$ cat config.mk
export PLATFORM = sky130hd
export DESIGN_NAME = periodic_task_tick_scheduler_flat
export DESIGN_NICKNAME = d
export VERILOG_FILES = /design/src/ptts_pkg.sv /design/src/ptts_if.sv /design/src/ptts_queue.sv /design/src/ptts_divu.sv /design/src/ptts_back.sv /design/src/ptts_front.sv /design/src/periodic_task_tick_scheduler.sv /design/src/flat_wrapper.sv
export SDC_FILE = /design/constraint.sdc
export NUM_CORES = 1
export LEC_CHECK = 0
export BUFFER_PORTS_ARGS = -buffer_cell sky130_fd_sc_hd__buf_2
export CORE_ASPECT_RATIO = 1.5
export CORE_UTILIZATION = 50
export CTS_CLUSTER_DIAMETER = 80
export DETAILED_ROUTE_END_ITERATION = 16
export GPL_ROUTABILITY_DRIVEN = 1
export PLACE_DENSITY_LB_ADDON = 0.08
export REMOVE_ABC_BUFFERS = 1
export SLEW_MARGIN = 20
export SYNTH_ARGS = -nofsm -noshare
export SYNTH_HDL_FRONTEND = slang
export SYNTH_SLANG_ARGS = --single-unit
$ cat constraint.sdc
create_clock -name clk_i -period 4.87 [get_ports clk_i]
set_clock_uncertainty 0.2 [all_clocks]
set_input_delay 0.487 -clock clk_i [delete_from_list [all_inputs] [get_ports clk_i]]
set_output_delay 0.487 -clock clk_i [all_outputs]
set_load 0.005 [all_outputs]
$ cat src/ptts_pkg.sv
// ptts_pkg: shared types, constants and command/result codes for the
// periodic task tick scheduler. No dependencies.
package ptts_pkg;
  localparam int unsigned TableDepth = 32;
  localparam logic [28:0] CounterLimit = 29'd362880000;
  localparam logic [15:0] TickReset = 16'd100;
  localparam int unsigned QueueDepth = 2;

  typedef enum logic [1:0] {
    CMD_CLEAR    = 2'd0,
    CMD_REGISTER = 2'd1,
    CMD_TICK     = 2'd2,
    CMD_PROCESS  = 2'd3
  } cmd_e;

  typedef enum logic [2:0] {
    KIND_CLEARED  = 3'd0,
    KIND_REGSTAT  = 3'd1,
    KIND_TICKDONE = 3'd2,
    KIND_DUE      = 3'd3,
    KIND_NONE     = 3'd4
  } kind_e;

  typedef enum logic [1:0] {
    ST_OK   = 2'd0,
    ST_FULL = 2'd1,
    ST_BAD  = 2'd2
  } status_e;

  // classified word handed from front to back
  typedef struct packed {
    logic [1:0]  cmd;
    logic [15:0] interval_ms;
  } job_t;
endpackage

$ cat src/ptts_if.sv
// ptts_if: valid/ready channel interfaces for input and result words.
// Depends on nothing.
interface ptts_in_if;
  logic        valid;
  logic        ready;
  logic [1:0]  cmd;
  logic [15:0] interval_ms;
  modport source (output valid, cmd, interval_ms, input ready);
  modport sink (input valid, cmd, interval_ms, output ready);
endinterface

interface ptts_out_if;
  logic       valid;
  logic       ready;
  logic [2:0] kind;
  logic [1:0] status;
  logic [4:0] task_index;
  logic       last;
  modport source (output valid, kind, status, task_index, last, input ready);
  modport sink (input valid, kind, status, task_index, last, output ready);
endinterface

$ cat src/ptts_queue.sv
// ptts_queue: short FIFO between front and back.
// Depends on ptts_pkg.
module ptts_queue #(
  parameter int unsigned Depth = ptts_pkg::QueueDepth
) (
  input  logic            clk_i,
  input  logic            rst_ni,
  input  logic            push_i,
  input  ptts_pkg::job_t  push_data_i,
  output logic            full_o,
  input  logic            pop_i,
  output ptts_pkg::job_t  pop_data_o,
  output logic            empty_o
);
  localparam int unsigned AW = (Depth > 1) ? $clog2(Depth) : 1;
  ptts_pkg::job_t mem_q [Depth];
  logic [AW-1:0] wp_q, rp_q;
  logic [AW:0] cnt_q;

  assign full_o = (cnt_q == (AW+1)'(Depth));
  assign empty_o = (cnt_q == '0);
  assign pop_data_o = mem_q[rp_q];

  always_ff @(posedge clk_i) begin
    if (push_i && !full_o) mem_q[wp_q] <= push_data_i;
  end

  always_ff @(posedge clk_i or negedge rst_ni) begin
    if (!rst_ni) begin
      wp_q <= '0;
      rp_q <= '0;
      cnt_q <= '0;
    end else begin
      if (push_i && !full_o)
        wp_q <= (wp_q == AW'(Depth-1)) ? '0 : wp_q + 1'b1;
      if (pop_i && !empty_o)
        rp_q <= (rp_q == AW'(Depth-1)) ? '0 : rp_q + 1'b1;
      cnt_q <= cnt_q + (AW+1)'(push_i && !full_o) - (AW+1)'(pop_i && !empty_o);
    end
  end
endmodule

$ cat src/ptts_divu.sv
// ptts_divu: radix-2 restoring remainder unit, one bit a cycle.
// Depends on nothing.
module ptts_divu (
  input  logic        clk_i,
  input  logic        rst_ni,
  input  logic        start_i,
  input  logic [28:0] dividend_i,
  input  logic [15:0] divisor_i,
  output logic        done_o,
  output logic        zero_rem_o
);
  logic [28:0] dvd_q;
  logic [16:0] rem_q;
  logic [15:0] dvs_q;
  logic [4:0]  cnt_q;
  logic        busy_q, done_q;
  logic [16:0] sh, sub;

  assign sh = {rem_q[15:0], dvd_q[28]};
  assign sub = sh - {1'b0, dvs_q};
  assign done_o = done_q;
  assign zero_rem_o = (rem_q == '0);

  always_ff @(posedge clk_i or negedge rst_ni) begin
    if (!rst_ni) begin
      busy_q <= 1'b0;
      done_q <= 1'b0;
      cnt_q <= '0;
    end else begin
      done_q <= 1'b0;
      if (start_i) begin
        busy_q <= 1'b1;
        cnt_q <= 5'd0;
      end else if (busy_q) begin
        cnt_q <= cnt_q + 5'd1;
        if (cnt_q == 5'd28) begin
          busy_q <= 1'b0;
          done_q <= 1'b1;
        end
      end
    end
  end

  always_ff @(posedge clk_i) begin
    if (start_i) begin
      dvd_q <= dividend_i;
      dvs_q <= divisor_i;
      rem_q <= '0;
    end else if (busy_q) begin
      dvd_q <= {dvd_q[27:0], 1'b0};
      rem_q <= sub[16] ? sh : sub;
    end
  end
endmodule

$ cat src/ptts_back.sv
// ptts_back: executes queued commands against the entry table and emits
// result words. Depends on ptts_pkg, ptts_if, ptts_divu.
module ptts_back #(
  parameter int unsigned TableDepth = ptts_pkg::TableDepth
) (
  input  logic           clk_i,
  input  logic           rst_ni,
  input  logic           cfg_we_i,
  input  logic [15:0]    cfg_wdata_i,
  input  logic           job_valid_i,
  input  ptts_pkg::job_t job_i,
  output logic           job_pop_o,
  ptts_out_if.source     out_o
);
  localparam int unsigned IW = (TableDepth > 1) ? $clog2(TableDepth) : 1;
  localparam int unsigned CW = $clog2(TableDepth + 1);

  typedef enum logic [6:0] {
    S_IDLE  = 7'b0000001,
    S_REG   = 7'b0000010,
    S_TRD   = 7'b0000100,
    S_TDIV  = 7'b0001000,
    S_PSCAN = 7'b0010000,
    S_EMIT  = 7'b0100000,
    S_RWAIT = 7'b1000000
  } state_e;

  state_e state_q, state_d;
  logic [15:0] tick_q;
  logic [28:0] ms_q;
  logic [CW-1:0] count_q;
  logic [TableDepth-1:0] pend_q;
  logic [15:0] ivl_mem [TableDepth];
  logic [15:0] rd_q;
  logic [IW-1:0] idx_q;
  logic [IW-1:0] hidx_q;
  logic [IW-1:0] rd_addr;
  logic [15:0] jivl_q;
  logic dv_start, dv_done, dv_zero;
  logic ovalid_q;
  logic [2:0] kind_q;
  logic [1:0] stat_q;
  logic [4:0] tidx_q;
  logic last_q;
  logic found_q;
  logic [IW-1:0] nxt;
  logic nxt_ok;
  logic [29:0] ms_sum;
  logic [28:0] ms_next;
  logic obuf_free;

  assign obuf_free = !ovalid_q || out_o.ready;
  assign out_o.valid = ovalid_q;
  assign out_o.kind = kind_q;
  assign out_o.status = stat_q;
  assign out_o.task_index = tidx_q;
  assign out_o.last = last_q;

  assign ms_sum = {1'b0, ms_q} + {14'd0, tick_q};
  assign ms_next = (ms_sum > {1'b0, ptts_pkg::CounterLimit}) ? 29'(tick_q) : ms_sum[28:0];

  // tick walk: divides counter by entry interval; register: interval by tick
  assign dv_start = (state_q == S_TRD && nxt_ok) || (state_q == S_IDLE && job_valid_i &&
                    job_i.cmd == ptts_pkg::CMD_REGISTER && obuf_free);

  ptts_divu u_div (
    .clk_i, .rst_ni,
    .start_i   (dv_start),
    .dividend_i(state_q == S_TRD ? ms_q : {13'd0, job_i.interval_ms}),
    .divisor_i (state_q == S_TRD ? rd_q : tick_q),
    .done_o    (dv_done),
    .zero_rem_o(dv_zero)
  );

  assign nxt_ok = ({1'b0, idx_q} < (IW+1)'(count_q)) && ((IW+1)'(idx_q) < (IW+1)'(TableDepth));
  assign nxt = idx_q + 1'b1;

  // read address follows the index the walk uses next, so rd_q is ready in S_TRD
  assign rd_addr = (state_q == S_IDLE) ? '0 :
                   (state_q == S_TDIV && dv_done &&
                    (IW+1)'(idx_q) + 1 < (IW+1)'(TableDepth)) ? nxt : idx_q;

  always_ff @(posedge clk_i) begin
    if (state_q == S_RWAIT && dv_done && dv_zero && jivl_q != '0 &&
        count_q < CW'(TableDepth))
      ivl_mem[count_q[IW-1:0]] <= jivl_q;
    rd_q <= ivl_mem[rd_addr];
  end

  always_ff @(posedge clk_i or negedge rst_ni) begin
    if (!rst_ni) begin
      state_q <= S_IDLE;
      tick_q <= ptts_pkg::TickReset;
      ms_q <= '0;
      count_q <= '0;
      pend_q <= '0;
      ovalid_q <= 1'b0;
      idx_q <= '0;
      hidx_q <= '0;
      found_q <= 1'b0;
      jivl_q <= '0;
      kind_q <= '0; stat_q <= '0; tidx_q <= '0; last_q <= 1'b0;
    end else begin
      if (out_o.ready) ovalid_q <= 1'b0;
      if (cfg_we_i && cfg_wdata_i != '0 && !cfg_wdata_i[0]) begin
        tick_q <= cfg_wdata_i;
        count_q <= '0;
        pend_q <= '0;
      end
      case (state_q)
        S_IDLE: if (job_valid_i && obuf_free) begin
          case (job_i.cmd)
            ptts_pkg::CMD_CLEAR: begin
              count_q <= '0; pend_q <= '0;
              ovalid_q <= 1'b1; kind_q <= ptts_pkg::KIND_CLEARED;
              stat_q <= '0; tidx_q <= '0; last_q <= 1'b1;
            end
            ptts_pkg::CMD_REGISTER: begin
              jivl_q <= job_i.interval_ms;
              state_q <= S_RWAIT;
            end
            ptts_pkg::CMD_TICK: begin
              ms_q <= ms_next; idx_q <= '0;
              state_q <= S_TRD;
            end
            default: begin
              idx_q <= '0; found_q <= 1'b0;
              state_q <= S_PSCAN;
            end
          endcase
        end
        S_RWAIT: if (dv_done) begin
          ovalid_q <= 1'b1; kind_q <= ptts_pkg::KIND_REGSTAT; last_q <= 1'b1;
          tidx_q <= '0;
          if (count_q >= CW'(TableDepth)) stat_q <= ptts_pkg::ST_FULL;
          else if (jivl_q == '0 || !dv_zero) stat_q <= ptts_pkg::ST_BAD;
          else begin
            stat_q <= ptts_pkg::ST_OK;
            tidx_q <= 5'(count_q);
            pend_q[count_q[IW-1:0]] <= 1'b0;
            count_q <= count_q + 1'b1;
          end
          state_q <= S_IDLE;
        end
        S_TRD: begin
          // rd_q holds the interval at idx_q; start its remainder or finish
          if (!nxt_ok) begin
            state_q <= S_REG;
          end else state_q <= S_TDIV;
        end
        S_TDIV: if (dv_done) begin
          if (rd_q != '0 && dv_zero) pend_q[idx_q] <= 1'b1;
          if ((IW+1)'(idx_q) + 1 >= (IW+1)'(TableDepth)) state_q <= S_REG;
          else begin idx_q <= nxt; state_q <= S_TRD; end
        end
        S_REG: if (obuf_free) begin
          ovalid_q <= 1'b1; kind_q <= ptts_pkg::KIND_TICKDONE;
          stat_q <= '0; tidx_q <= '0; last_q <= 1'b1;
          state_q <= S_IDLE;
        end
        S_PSCAN: begin
          if (!nxt_ok) begin
            state_q <= S_EMIT;
          end else if (!pend_q[idx_q] || !found_q || obuf_free) begin
            // each due word is held back until the next one is found so last can be set on the final one
            if (pend_q[idx_q]) begin
              if (found_q) begin
                ovalid_q <= 1'b1; kind_q <= ptts_pkg::KIND_DUE; stat_q <= '0;
                tidx_q <= 5'(hidx_q); last_q <= 1'b0;
              end
              found_q <= 1'b1;
              hidx_q <= idx_q;
              pend_q[idx_q] <= 1'b0;
            end
            if ((IW+1)'(idx_q) + 1 >= (IW+1)'(TableDepth)) state_q <= S_EMIT;
            else idx_q <= nxt;
          end
        end
        S_EMIT: if (obuf_free) begin
          ovalid_q <= 1'b1; stat_q <= '0; last_q <= 1'b1;
          if (found_q) begin
            kind_q <= ptts_pkg::KIND_DUE; tidx_q <= 5'(hidx_q);
          end else begin
            kind_q <= ptts_pkg::KIND_NONE; tidx_q <= '0;
          end
          state_q <= S_IDLE;
        end
        default: state_q <= S_IDLE;
      endcase
    end
  end

  assign job_pop_o = (state_q == S_IDLE) && job_valid_i && obuf_free;
endmodule

$ cat src/ptts_front.sv
// ptts_front: accepts input words and pushes them into the job queue.
// Depends on ptts_pkg, ptts_if.
module ptts_front (
  ptts_in_if.sink        in_i,
  input  logic           full_i,
  output logic           push_o,
  output ptts_pkg::job_t job_o
);
  assign in_i.ready = !full_i;
  assign push_o = in_i.valid && !full_i;
  assign job_o = '{cmd: in_i.cmd, interval_ms: in_i.interval_ms};
endmodule

$ cat src/periodic_task_tick_scheduler.sv
// periodic_task_tick_scheduler: top level of the periodic task scheduler.
// Depends on ptts_pkg, ptts_if, ptts_front, ptts_queue, ptts_back.
//
// Usage:
//  in_i  : command words (cmd, interval_ms), valid/ready.
//  out_o : result words (kind, status, task_index, last), valid/ready.
//  cfg_we_i/cfg_wdata_i : tick_ms; even nonzero writes take effect and
//  empty the table. Write only while idle.
// A front stage puts words into a two-deep queue; a back sequencer runs
// them one at a time, so input is taken while a result waits.
// Clear needs no remainder pass; register makes one pass of the bit-serial
// remainder unit (29 steps); tick makes one pass per table entry; process
// scans the entries one by one.
// Throughput: the next word starts when the back sequencer is idle again.
// Reset: counter, table count and pending flags cleared, tick_ms = 100.
// The interval store is not cleared; only entries below the count are read.
// A stalled receiver holds the result register and the back sequencer
// waits; the queue then fills and in_i.ready drops.
module periodic_task_tick_scheduler #(
  parameter int unsigned TableDepth = ptts_pkg::TableDepth
) (
  input  logic        clk_i,
  input  logic        rst_ni,
  input  logic        cfg_we_i,
  input  logic [15:0] cfg_wdata_i,
  ptts_in_if.sink     in_i,
  ptts_out_if.source  out_o
);
  logic push, full, pop, empty;
  ptts_pkg::job_t push_job, pop_job;

  ptts_front u_front (.in_i, .full_i(full), .push_o(push), .job_o(push_job));

  ptts_queue u_queue (
    .clk_i, .rst_ni,
    .push_i(push), .push_data_i(push_job), .full_o(full),
    .pop_i(pop), .pop_data_o(pop_job), .empty_o(empty)
  );

  ptts_back #(.TableDepth(TableDepth)) u_back (
    .clk_i, .rst_ni, .cfg_we_i, .cfg_wdata_i,
    .job_valid_i(!empty), .job_i(pop_job), .job_pop_o(pop), .out_o
  );
endmodule

$ cat src/flat_wrapper.sv
// flat-port wrapper written by rule: the top's interface ports become plain ports
module periodic_task_tick_scheduler_flat 
#(
  parameter int unsigned TableDepth = ptts_pkg::TableDepth
)
  (clk_i, rst_ni, cfg_we_i, cfg_wdata_i, in_i_valid, in_i_cmd, in_i_interval_ms, in_i_ready, out_o_valid, out_o_kind, out_o_status, out_o_task_index, out_o_last, out_o_ready);
  ptts_in_if in_i_i ();
  ptts_out_if out_o_i ();
  input  logic clk_i;
  input  logic rst_ni;
  input  logic cfg_we_i;
  input  logic [15:0] cfg_wdata_i;
  input wire logic [$bits(in_i_i.valid)-1:0] in_i_valid;
  input wire logic [$bits(in_i_i.cmd)-1:0] in_i_cmd;
  input wire logic [$bits(in_i_i.interval_ms)-1:0] in_i_interval_ms;
  output wire logic [$bits(in_i_i.ready)-1:0] in_i_ready;
  output wire logic [$bits(out_o_i.valid)-1:0] out_o_valid;
  output wire logic [$bits(out_o_i.kind)-1:0] out_o_kind;
  output wire logic [$bits(out_o_i.status)-1:0] out_o_status;
  output wire logic [$bits(out_o_i.task_index)-1:0] out_o_task_index;
  output wire logic [$bits(out_o_i.last)-1:0] out_o_last;
  input wire logic [$bits(out_o_i.ready)-1:0] out_o_ready;
  assign in_i_i.valid = in_i_valid;
  assign in_i_i.cmd = in_i_cmd;
  assign in_i_i.interval_ms = in_i_interval_ms;
  assign in_i_ready = in_i_i.ready;
  assign out_o_valid = out_o_i.valid;
  assign out_o_kind = out_o_i.kind;
  assign out_o_status = out_o_i.status;
  assign out_o_task_index = out_o_i.task_index;
  assign out_o_last = out_o_i.last;
  assign out_o_i.ready = out_o_ready;
  periodic_task_tick_scheduler #(.TableDepth(TableDepth)) u_core (.clk_i(clk_i), .rst_ni(rst_ni), .cfg_we_i(cfg_we_i), .cfg_wdata_i(cfg_wdata_i), .in_i(in_i_i), .out_o(out_o_i));
endmodule
==> flow_metrics.env <==
export IMPL_synth_area_um2=34300
export IMPL_ys_types=80
export IMPL_max_freq_mhz=220
export IMPL_antenna_found_initial=3
export IMPL_postCtsSetupRepairBufs=0
export IMPL_p_leak_nw=14.1
export IMPL_yosys_most_used_dff="edfxtp_1"
export IMPL_cp_max_fo=51
export IMPL_hpwl_um=65200
export IMPL_end_kind="register"
export IMPL_grt_total_usage=0.290
export IMPL_min_period_ps=4540
export IMPL_cts_max_level=3
export IMPL_worst_pin_slew_ps=1030
export IMPL_worst_slack_ps=331
export IMPL_wire_per_inst_um=25.5
export IMPL_grt_remaining_overflow=0
export IMPL_synth_edf_count=593
export IMPL_powerDensity_nw_per_um2=540
export IMPL_synthTopCellsByArea="edfxtp_1 (52%), dfrtp_1 (9.9%), nand2_1 (5.3%)"
export IMPL_cts_tree="yes"
export IMPL_synthTopCellsByCount="edfxtp_1 (593), nand2_1 (487), a211oi_1 (210), clkbuf_1 (175), nor2_1 (142)"
export IMPL_clockRootBuffer="clkbuf_16"
export IMPL_rsz0062_at_grt="no"
export IMPL_globalplace_congestion=0.994
export IMPL_async_flop_share=0.183
export IMPL_drive_gt1_frac=0.116
export IMPL_path_class="reg -> reg"
export IMPL_chipWidth_um=216
export IMPL_initial_core_util=0.505
export IMPL_firstDrtPassIters=6
export IMPL_slew_violations=0
export IMPL_clk_latency_ps=640
export IMPL_dr_total_vias=24400
export IMPL_ys_ff_latch=766
export IMPL_grt_pass1_wl_um=150000
export IMPL_critPathArrivalTime_ps=4830
export IMPL_coreArea_um2=67800
export IMPL_wirelength_um=101000
export IMPL_die_height_um=323
export IMPL_fin_crit_sh=0.932
export IMPL_yosysTopAreaCell="edfxtp_1"
export IMPL_ant_nets=0
export IMPL_vdd_ir_drop_worst_mv=0.552
export IMPL_grt_pass1_vias=24000
export IMPL_yosysWarnings=0
export IMPL_n_fill_cell=5544
export IMPL_worstPathRequired_ps=5160
export IMPL_rows=117
export IMPL_synth_cells=2889
export IMPL_io_buffer_count=51
export IMPL_numCtsBuffers=76
export IMPL_hold_violations=0
export IMPL_die_area_um2=69600
export IMPL_num_io_pins=52
export IMPL_drt_iter0_drc=2420
export IMPL_grt_max_degree=98
export IMPL_path_clk_slew_ps=60
export IMPL_syn_to_final_growth_pct=13.8
export IMPL_yosysMostFrequentCell="edfxtp_1"
export IMPL_avgSynthCellArea_um2=11.9
export IMPL_setup_viol=0
export IMPL_startpoint_type="register"
export IMPL_hold_path_class="in -> async"
export IMPL_drv_cap=0
export IMPL_pre_cts_ws_ps=267
export IMPL_vias_per_cell=6.16
export IMPL_yosysTopAreaCellShare=0.520
export IMPL_drcViolationCount=0
export IMPL_slew_headroom=0.306
export IMPL_outcome="finished, final reports clean"
export IMPL_fin_nets=3098
export IMPL_numClockSinks=766
export IMPL_postLayoutCoreUtil=0.575
export IMPL_cts_buffer_depth=3
export IMPL_timing_hold_ws_ps=242
export IMPL_ys_seq_area_frac=0.642
-- cell families (layout without fill, tap and decap cells) --
logic type	Yosys count	after routing	synth area share
other cells	0	3	0
buf+inv	240	413	0.0274
compound gates	740	740	0.146
xor+xnor	31	31	0.00793
simple gates	994	994	0.134
mux	62	62	0.0217
flops	766	766	0.642
fa+ha+maj	56	56	0.0209
-- routing by layer --
metal | part of all wire | wire, um | global-route usage | vias to the layer above
li1 | - | - | - | 11100
met1 | 0.39 | 39300 | 0.347 | 12200
met2 | 0.51 | 51500 | 0.508 | 809
met3 | 0.048 | 4860 | 0.0351 | 224
met4 | 0.052 | 5250 | 0.158 | 0
met5 | 0 | 0 | 0 | -
-- path summary, 6_finish.rpt --
kind,startpoint,end,slack (ps),cells after the start
max,u_core.u_back.state_q[1],u_core.u_back.rd_q[12],330,12
min,rst_ni,u_core.u_back.tick_q[8],240,2
max reg2reg,u_core.u_back.state_q[1],u_core.u_back.rd_q[12],330,12
min reg2reg,u_core.u_back.hidx_q[3],u_core.u_back.hidx_q[3],280,2
max in group asynchronous,rst_ni,u_core.u_back.tick_q[2],3190,3
min in group clk_i,u_core.u_back.hidx_q[3],u_core.u_back.hidx_q[3],280,2
-- repair_timing --
item	in CTS	in global routing
hold buffers	35	0
endpoints found under the hold margin	109	0
endpoints found under the setup margin	0	8
resized for setup	0	1
-- placed cells by master (no fill, tap or decap), types with 12 or more instances in the layout --
cell,netlist,layout
edfxtp_1,593,593
nand2_1,487,486
a211oi_1,210,208
nor2_1,142,140
and2_1,140,140
dfrtp_1,136,136
buf_4,1,125
o21ai_0,115,115
a21oi_1,114,114
a31oi_1,103,103
clkbuf_16,0,78
a311oi_1,66,66
ha_1,54,54
buf_2,2,50
inv_1,47,47
nand3_1,42,42
nor3_1,42,42
nor4_1,36,36
mux2i_1,35,35
dlygate4sd3_1,0,35
dfxtp_1,33,33
and3_1,22,22
o311ai_0,21,21
xnor2_1,21,21
nor2b_1,20,20
mux2_2,19,19
buf_12,0,15
nand2b_1,14,14
clkinv_2,0,14
clkbuf_1,175,14
a21o_1,13,13
nand4_1,12,12
a22oi_1,12,12
-- stage by stage --
stage	cell area, um^2	power (mW)	setup TNS (ps)	std cells
CTS	39000	21.1	0	3954
detailed placement	36200	15.3	0	3782
global placement	36200	15.1	0	3782
global route	39000	22.0	0	3954
finish	39000	21.0	0	3957
floorplan	33500	12.9	-191150	2699
-- critical path, cell delays in order (launching register included) --
cell      delay (ps)
dfrtp_1          460
or3_1            470
nor4_2           410
buf_4            250
and2_1           290
o21ai_0          180
nor2_4           410
buf_12           320
buf_4            290
a211oi_1         100
a311oi_1         290
a211oi_1         160
nor4_1           510
-- sequential cells by signal (all words and copies together) (netlist names), 7 cells and up --
name                       count
u_core.u_back.rd_q            16
u_core.u_back.state_q          7
u_core.u_back.tick_q          16
u_core.u_back.u_div.dvd_q     29
u_core.u_back.u_div.rem_q     17
u_core.u_back.ivl_mem        512
u_core.u_queue.mem_q          36
u_core.u_back.jivl_q          16
u_core.u_back.pend_q          32
u_core.u_back.u_div.dvs_q     16
u_core.u_back.ms_q            29
-- final cells by class --
| cell class | count | area (um^2) | share of cell area |
|---|---|---|---|
| Inverter | 50 | 188 | 0.00482 |
| Multi-Input combinational cell | 1883 | 11400 | 0.292 |
| Sequential cell | 766 | 22000 | 0.564 |
| Timing Repair Buffer | 226 | 1850 | 0.0475 |
| Antenna cell | 3 | 7.51 | 0.000193 |
| Tap cell | 892 | 1120 | 0.0286 |
| Clock inverter | 38 | 353 | 0.00905 |
| Clock buffer | 99 | 2100 | 0.0539 |
-- report_power, final --
part / internal (mW) / switching, mW / leakage, nW
clock network: 3.32 / 2.52 / 1.19
logic: 2.24 / 4.25 / 5.35
registers: 8.29 / 0.423 / 7.54
Note: power is estimated with default switching activity, not from simulation.
